**config.mk**
```make
export PLATFORM = sky130hd
export DESIGN_NAME = ffba_ctrl
export DESIGN_NICKNAME = d
export VERILOG_FILES = /design/src/hw/rtl/fat_free_list_block_allocator_core_defines.svh /design/src/hw/rtl/ffba_pkg.sv /design/src/hw/rtl/ffba_ctrl.sv
export SDC_FILE = /design/constraint.sdc
export NUM_CORES = 1
export LEC_CHECK = 0
export BUFFER_PORTS_ARGS = -buffer_cell sky130_fd_sc_hd__buf_2
export CORE_MARGIN = 5
export CORE_UTILIZATION = 48
export CTS_CLUSTER_DIAMETER = 50
export DETAILED_ROUTE_END_ITERATION = 16
export GPL_TIMING_DRIVEN = 0
export HOLD_SLACK_MARGIN = 0.03
export PLACE_DENSITY = 0.76
export SLEW_MARGIN = 5
export SYNTH_ARGS = -nofsm -noshare
export SYNTH_HDL_FRONTEND = slang
export SYNTH_SLANG_ARGS = --single-unit
```
**constraint.sdc**
```tcl
create_clock -name clock -period 2.3 [get_ports clock]
set_input_delay 0.115 -clock clock [delete_from_list [all_inputs] [get_ports clock]]
set_output_delay 0.115 -clock clock [all_outputs]
set_load 0.01 [all_outputs]
```
**src/hw/rtl/fat_free_list_block_allocator_core_defines.svh**
```systemverilog
// Assertion helpers used by the allocator datapath.
`ifndef FAT_FREE_LIST_BLOCK_ALLOCATOR_CORE_DEFINES_SVH
`define FAT_FREE_LIST_BLOCK_ALLOCATOR_CORE_DEFINES_SVH

// Same-cycle implication, sampled on clock and disabled during reset.
`define FFBA_ASSERT_NOW(label, ante, cons) \
   label: assert property (@(posedge clock) disable iff (reset) (ante) |-> (cons)) \
      else $error("ffba assertion failed");

// Next-cycle implication, sampled on clock and disabled during reset.
`define FFBA_ASSERT_NEXT(label, ante, cons) \
   label: assert property (@(posedge clock) disable iff (reset) (ante) |=> (cons)) \
      else $error("ffba assertion failed");

`endif

```
**src/hw/rtl/ffba_pkg.sv**
```systemverilog
package ffba_pkg;

   localparam int MAX_BLOCKS = 1024;
   localparam int IDX_W      = $clog2(MAX_BLOCKS);
   localparam int CNT_W      = IDX_W + 1;

   typedef enum logic [1:0] {
      MODE_FORMAT = 2'd0,
      MODE_ALLOC  = 2'd1,
      MODE_FREE   = 2'd2,
      MODE_QUERY  = 2'd3
   } mode_type;

   typedef enum logic [2:0] {
      ST_OK            = 3'd0,
      ST_NOT_FORMATTED = 3'd1,
      ST_FULL          = 3'd2,
      ST_NO_BLOCK      = 3'd3,
      ST_RESERVED      = 3'd4,
      ST_NOT_ALLOCATED = 3'd5
   } status_type;

   // Table entry tag: a plain link, or one of the two marks.
   typedef enum logic [1:0] {
      TAG_LINK      = 2'd0,
      TAG_RESERVED  = 2'd1,
      TAG_ALLOCATED = 2'd2
   } tag_type;

   typedef enum logic [1:0] {
      CSR_N_BLOCKS       = 2'd0,
      CSR_RESERVED_COUNT = 2'd1
   } csr_index_type;

   typedef struct packed {
      tag_type          tag;
      logic [IDX_W-1:0] link;
   } entry_type;

   typedef struct packed {
      mode_type         mode;
      logic [IDX_W-1:0] block_index;
   } req_type;

   typedef struct packed {
      status_type       status;
      logic [IDX_W-1:0] granted_block;
      logic [CNT_W-1:0] free_blocks;
   } rsp_type;

   typedef struct packed {
      logic       accept;
      logic       fmt_start;
      logic       fmt_write;
      logic       rd_head;
      logic       rd_idx;
      logic       alloc_commit;
      logic       free_entry;
      logic       free_link;
      logic       rsp_load;
      status_type rsp_status;
      logic       rsp_grant;
   } cmd_type;

   typedef struct packed {
      mode_type mode;
      logic     formatted;
      logic     idx_in_range;
      tag_type  entry_tag;
      logic     fmt_last;
      logic     rsp_slot_free;
   } dp_status_type;

endpackage

```
**src/hw/rtl/ffba_ctrl.sv**
```systemverilog
module ffba_ctrl (
   input  logic                    clock,
   input  logic                    reset,
   input  logic                    req_valid,
   output logic                    req_ready,
   input  ffba_pkg::dp_status_type sts,
   output ffba_pkg::cmd_type       cmd
);

   typedef enum logic [6:0] {
      S_IDLE      = 7'b0000001,
      S_DECODE    = 7'b0000010,
      S_FORMAT    = 7'b0000100,
      S_ALLOC_CHK = 7'b0001000,
      S_FREE_CHK  = 7'b0010000,
      S_FREE_LINK = 7'b0100000,
      S_RESP      = 7'b1000000
   } state_type;

   state_type            state_ff, state_in;
   ffba_pkg::status_type status_ff, status_in;
   logic                 grant_ff, grant_in;

   always_comb begin
      state_in  = state_ff;
      status_in = status_ff;
      grant_in  = grant_ff;
      cmd       = '0;
      req_ready = 1'b0;
      unique case (state_ff)
         S_IDLE: begin
            req_ready = 1'b1;
            if (req_valid) begin
               cmd.accept = 1'b1;
               state_in   = S_DECODE;
            end
         end
         S_DECODE: begin
            status_in = ffba_pkg::ST_OK;
            grant_in  = 1'b0;
            priority if (sts.mode == ffba_pkg::MODE_FORMAT) begin
               cmd.fmt_start = 1'b1;
               state_in      = S_FORMAT;
            end else if (!sts.formatted) begin
               status_in = ffba_pkg::ST_NOT_FORMATTED;
               state_in  = S_RESP;
            end else if (sts.mode == ffba_pkg::MODE_ALLOC) begin
               cmd.rd_head = 1'b1;
               state_in    = S_ALLOC_CHK;
            end else if (sts.mode == ffba_pkg::MODE_FREE) begin
               if (sts.idx_in_range) begin
                  cmd.rd_idx = 1'b1;
                  state_in   = S_FREE_CHK;
               end else begin
                  status_in = ffba_pkg::ST_NO_BLOCK;
                  state_in  = S_RESP;
               end
            end else begin
               state_in = S_RESP;
            end
         end
         S_FORMAT: begin
            cmd.fmt_write = 1'b1;
            if (sts.fmt_last) begin
               state_in = S_RESP;
            end
         end
         S_ALLOC_CHK: begin
            if (sts.entry_tag == ffba_pkg::TAG_LINK) begin
               cmd.alloc_commit = 1'b1;
               grant_in         = 1'b1;
            end else begin
               status_in = ffba_pkg::ST_FULL;
            end
            state_in = S_RESP;
         end
         S_FREE_CHK: begin
            priority if (sts.entry_tag == ffba_pkg::TAG_RESERVED) begin
               status_in = ffba_pkg::ST_RESERVED;
               state_in  = S_RESP;
            end else if (sts.entry_tag == ffba_pkg::TAG_ALLOCATED) begin
               cmd.free_entry = 1'b1;
               state_in       = S_FREE_LINK;
            end else begin
               status_in = ffba_pkg::ST_NOT_ALLOCATED;
               state_in  = S_RESP;
            end
         end
         S_FREE_LINK: begin
            cmd.free_link = 1'b1;
            state_in      = S_RESP;
         end
         S_RESP: begin
            cmd.rsp_status = status_ff;
            cmd.rsp_grant  = grant_ff;
            if (sts.rsp_slot_free) begin
               cmd.rsp_load = 1'b1;
               state_in     = S_IDLE;
            end
         end
         default: state_in = S_IDLE;
      endcase
   end

   always_ff @(posedge clock) begin
      if (reset) begin
         state_ff  <= S_IDLE;
         status_ff <= ffba_pkg::ST_OK;
         grant_ff  <= 1'b0;
      end else begin
         state_ff  <= state_in;
         status_ff <= status_in;
         grant_ff  <= grant_in;
      end
   end

endmodule

```
==> results of run 1 <==
## layout make-up
type | instances | area (sq um) | area share, %
Multi-Input combinational cell | 77 | 509 | 55.4
Sequential cell | 11 | 220 | 24.0
Timing Repair Buffer | 23 | 115 | 12.5
Clock buffer | 4 | 26.3 | 2.86
Tap cell | 16 | 20.0 | 2.18
Inverter | 5 | 18.8 | 2.04
Buffer | 2 | 8.76 | 0.954
## synth_stat cells, drive strengths merged
master / number / area [sq um]
dfxtp: 11 / 220
nand2: 5 / 18.8
nor2b: 2 / 12.5
and2: 8 / 50.1
and4b: 2 / 20.0
nor3: 11 / 86.3
nor4: 1 / 6.26
nor2: 11 / 41.3
nor4b: 3 / 26.3
o21ai: 6 / 33.8
or2: 1 / 6.26
or3b: 2 / 17.5
and3: 2 / 12.5
nand2b: 2 / 12.5
xnor2: 3 / 26.3
nand4b: 2 / 17.5
a21o: 1 / 7.51
or4b: 1 / 10.0
buf: 2 / 8.75
o311a: 1 / 10.0
o41ai: 2 / 17.5
nand3: 2 / 10.0
or4: 1 / 11.3
o2111a: 1 / 11.3
mux2i: 1 / 10.0
a21oi: 5 / 25.0
inv: 5 / 18.8
a31o: 1 / 8.76
## per-layer routing
metal | vias up | share of wire, % | track usage (%)
met5 | - | 0 | 0
met1 | 347 | 44 | 22.6
met3 | 5 | 6.6 | 3.92
met4 | 0 | 2.0 | 7.86
li1 | 399 | - | -
met2 | 30 | 47 | 24.4
## worst max-delay path: stages, from the launching register on
cell,delay [ns]
dfxtp_1,0.49
or3b_2,0.51
or2_1,0.28
nor3_2,0.20
buf_2,0.18
## flip-flops by register name (all words and copies together) (netlist names)
| name | cells |
|---|---|
| status_ff | 3 |
| grant_ff | 1 |
| state_ff | 7 |
## path summary, 6_finish.rpt
check	to	slack [ns]	cells past startpoint
hold / removal	state_ff[2]$_SDFFE_PP0P_	0.19	4
setup reg to reg	state_ff[3]$_SDFFE_PP0P_	0.43	4
setup / recovery	cmd[7]	0.26	4
hold reg to reg	status_ff[2]$_SDFFE_PP0P_	0.46	2
## report_power, final
| part | internal, mW | total [mW] | switching (mW) |
|---|---|---|---|
| logic | 0.0555 | 0.120 | 0.0643 |
| registers | 0.201 | 0.216 | 0.0157 |
| clock network | 0.0673 | 0.136 | 0.0692 |
| total | 0.324 | 0.473 | 0.149 |
## cells by family after synthesis
logic type      share of synthesized area [%]
mux                                      1.32
simple gates                             47.4
xor+xnor                                 3.47
flops                                    29.1
compound gates                           15.0
buf+inv                                  3.64
==> flow_summary_export.csv, run 1 <==
group,metric,value,unit
run_status,status,"finished clean",
global_routing,grt_pass1_vias,723,
power_and_ir_drop,power,0.473,mW
sta,setup_viol_count_final,0,
synthesis,yosysWarningCount,0,
clocking,cts_resized,0,
sta,period_share,88.5,%
final_layout,drive_above_1_share,30.3,%
final_layout,layout_commonest_cell,"buf_2",
final_layout,fillers,150,
synthesis,ys_seq_area_share,29.1,%
route,drc,0,
setup_path,cp.arrival,1.92,ns
global_routing,track_usage,16.7,%
job,cap_violations,0,
sta,worst_slack,0.264,ns
synthesis,syn_inst,95,
sta,setup_tns,0,ns
place,placed_area,892,sq um
setup_path,reg2reg_from,"state_ff[0]$_SDFFE_PP1P_",
clocking,clk_latency,0.28,ns
min_path,min_from,"sts[1]",
sta,hold_viol_final,0,
power_and_ir_drop,p_per_area,515,nW/um^2
global_routing,grt-ovfl-total,0,
floorplanning,initial_core_util,50.2,%
synthesis,synth_nets,106,
global_routing,grt_pass1_wl,3210,microns
route,via_count,781,
clocking,cts.sinks,11,
floorplanning,num_rows,14,
place,gp_congestion,0.803,
route,drtIter0Drc,21,
route,dr.pass1.iters,4,
final_layout,antennaDiodeCount,0,
power_and_ir_drop,ir_drop,0.000329,V
final_layout,final_cell_mix,"buf_2, nor2_1, dfxtp_1, and2_1, nor3_1",
final_layout,syn_to_final_growth,21.3,%
sta,worst_pin_slew,0.489,ns
clocking,cts_buffer_depth,2,
final_layout,nNetsFinal,134,
sta,finClkSkew,0.00906,ns
sta,holdWs,0.187,ns
final_layout,post-route-util,61.0,%
power_and_ir_drop,p_leak,0.411,nW
floorplanning,die_area,2470,sq um
place,hpwl,1520,microns
floorplanning,ios,25,
clocking,cts_tree,"built",
synthesis,syn_avg_cell_area,7.97,sq um
synthesis,ys_ff_latch,11,
setup_path,cp-start-kind,"flop",
clocking,cts-root-buf,"clkbuf_4",
sta,maxSlewHeadroom,67.2,%
route,wl_per_cell,13.8,microns
route,viasPerCell,5.66,
setup_path,startpoint,"state_ff[3]$_SDFFE_PP0P_",
setup_path,critPathCaptureType,"output port",
final_layout,stdcell_count,138,
setup_path,critical_path_class,"flop to output port",
place,pre_cts_ws,0.442,ns
global_routing,grt_max_degree,10,
clocking,htreeDepth,1,
route,wl,1900,microns
sta,clock.fmax,491,MHz
floorplanning,dieHeight,49.7,microns
global_routing,antenna_found_initial,0,
clocking,cts_buffers,3,
synthesis,mappedNetlistArea,757,sq um
sta,finalMaxSlewViolations,0,
clocking,hold_buffers,0,
route,ant_nets,0,
sta,min_period,2.04,ns
floorplanning,die_w,49.7,microns
floorplanning,core,1510,sq um
synthesis,synth.distinct_cells,33,
setup_path,path_max_fanout,7,
final_layout,fin_area,918,sq um
clocking,clk_pin_slew,0.06,ns
setup_path,required,2.18,ns
sta,rsz0062_at_grt,"false",
place,dp_cells,134,
place,port_buffers,23,
clocking,postCtsSetupRepairBufs,0,
min_path,hold_class,"input port to flop",
(Power assumes the default switching activity.)
==> run 2, diff against run 1 <==
--- a/config.mk
+++ b/config.mk
@@ -7,12 +7,13 @@
 export LEC_CHECK = 0
 export BUFFER_PORTS_ARGS = -buffer_cell sky130_fd_sc_hd__buf_2
 export CORE_MARGIN = 5
-export CORE_UTILIZATION = 48
+export CORE_UTILIZATION = 51
+export CTS_BUF_LIST = sky130_fd_sc_hd__clkbuf_4 sky130_fd_sc_hd__clkbuf_8
 export CTS_CLUSTER_DIAMETER = 50
 export DETAILED_ROUTE_END_ITERATION = 16
 export GPL_TIMING_DRIVEN = 0
 export HOLD_SLACK_MARGIN = 0.03
-export PLACE_DENSITY = 0.76
+export PLACE_DENSITY = 0.8
 export SLEW_MARGIN = 5
 export SYNTH_ARGS = -nofsm -noshare
 export SYNTH_HDL_FRONTEND = slang
==> run 2 against run 1 <==
  * Hold slack worse by 0.0016 ns
  * Sequential power about the same
  * Core utilization rose by 2.5 points
  * Global-route usage decreased by 0.59 points
  * Clock skew is 0.0021 ns higher
  * Via count is 0.26% lower
==> flow_summary_export.csv, run 2 (synthesized netlist as in run 1, its figures left out) <==
group,metric,value,unit
sta,rsz0062_at_grt,"false",
power_and_ir_drop,p_per_area,524,nW/um^2
place,placed_area,892,sq um
sta,setup_viol_count_final,0,
sta,clock.fmax,505,MHz
route,viasPerCell,5.64,
sta,hold_viol_final,0,
final_layout,nNetsFinal,134,
clocking,cts_buffers,3,
sta,finalMaxSlewViolations,0,
clocking,cts_tree,"built",
route,drtIter0Drc,15,
clocking,clk_pin_slew,0.08,ns
setup_path,required,2.18,ns
floorplanning,core,1450,sq um
clocking,cts-root-buf,"clkbuf_4",
run_status,status,"finished clean",
sta,period_share,86.1,%
place,port_buffers,23,
setup_path,cp-start-kind,"flop",
floorplanning,ios,25,
global_routing,grt_pass1_vias,741,
route,wl_per_cell,14.0,microns
clocking,cts_buffer_depth,2,
setup_path,critPathCaptureType,"output port",
min_path,hold_class,"input port to flop",
global_routing,track_usage,16.1,%
floorplanning,dieHeight,48.5,microns
final_layout,largest_reg_flops,7,
final_layout,top_regs,"state_ff x7, status_ff x3, grant_ff x1",
route,ant_nets,0,
floorplanning,die_w,48.5,microns
final_layout,drive_above_1_share,31.1,%
final_layout,fin_area,922,sq um
sta,finClkSkew,0.0111,ns
final_layout,antennaDiodeCount,0,
sta,maxSlewHeadroom,67.5,%
power_and_ir_drop,ir_drop,0.000407,V
job,cap_violations,0,
global_routing,grt_max_degree,10,
sta,worst_slack,0.320,ns
final_layout,final_cell_mix,"buf_2, nor2_1, dfxtp_1, and2_1, nor3_1",
global_routing,antenna_found_initial,0,
setup_path,path_max_fanout,7,
route,via_count,779,
global_routing,grt-ovfl-total,0,
final_layout,syn_to_final_growth,21.8,%
place,pre_cts_ws,0.481,ns
clocking,cts_resized,0,
place,gp_congestion,0.855,
floorplanning,initial_core_util,52.1,%
global_routing,grt_pass1_wl,3120,microns
sta,min_period,1.98,ns
clocking,hold_buffers,0,
clocking,postCtsSetupRepairBufs,0,
floorplanning,die_area,2350,sq um
clocking,htreeDepth,1,
clocking,cts.sinks,11,
clocking,clk_latency,0.27,ns
final_layout,largest-register,"state_ff",
sta,worst_pin_slew,0.481,ns
floorplanning,num_rows,14,
route,dr.pass1.iters,5,
setup_path,critical_path_class,"flop to output port",
setup_path,cp.arrival,1.86,ns
route,wl,1930,microns
place,hpwl,1510,microns
route,drc,0,
power_and_ir_drop,p_leak,0.414,nW
sta,setup_tns,0,ns
final_layout,layout_commonest_cell,"buf_2",
[run 2: cell counts in the layout (fill, tap and decap cells not counted)]
No cell type changed its count.
[run 2: critical path: stages, from the launching register on]
cell and delay (ns):
dfxtp_1 0.37, or4_4 0.59, or2_1 0.30, nor3_2 0.17, buf_2 0.17
[run 2: report_power, final]
part,total (mW),internal (mW),switching (mW)
sequential,0.217,0.201,0.0162
combinational,0.120,0.0555,0.0648
clock,0.146,0.0788,0.0675
[run 2: worst paths after layout]
check	start	to	slack [ns]	depth (start not counted)
max	state_ff[0]$_SDFFE_PP1P_	cmd[7]	0.32	4
min	sts[1]	state_ff[2]$_SDFFE_PP0P_	0.19	4
max reg2reg	state_ff[2]$_SDFFE_PP0P_	state_ff[3]$_SDFFE_PP0P_	0.44	4
min reg2reg	status_ff[2]$_SDFFE_PP0P_	status_ff[2]$_SDFFE_PP0P_	0.47	2
[run 2: metal layers]
metal  GRT usage, %  up-vias  part of all wire, %
met3           2.15        7                  5.6
li1               -      398                    -
met5              0        -                    0
met1           19.6      346                   45
met4           4.04        0                  1.3
met2           29.1       28                   48
[run 2: per-stage QoR]
step | util (%) | hold slack [ns] | std cells | power, mW
after floorplan | - | 0.267 | 95 | 0.301
after global placement | 61.4 | 0.439 | 134 | 0.335
after detailed placement | 61.4 | 0.454 | 134 | 0.340
after CTS | 63.4 | 0.187 | 138 | 0.487
final | 63.4 | 0.185 | 138 | 0.483
after global routing | 63.4 | 0.229 | 138 | 0.512
[run 2: final cells by class]
type / count / area, sq um
fillers: 136 / 532
well taps: 16 / 20.0
plain buffers: 2 / 8.76
multi-input cells: 77 / 509
inverters: 5 / 18.8
clock buffers: 4 / 30.0
flip-flops and latches: 11 / 220
repair buffers: 23 / 115
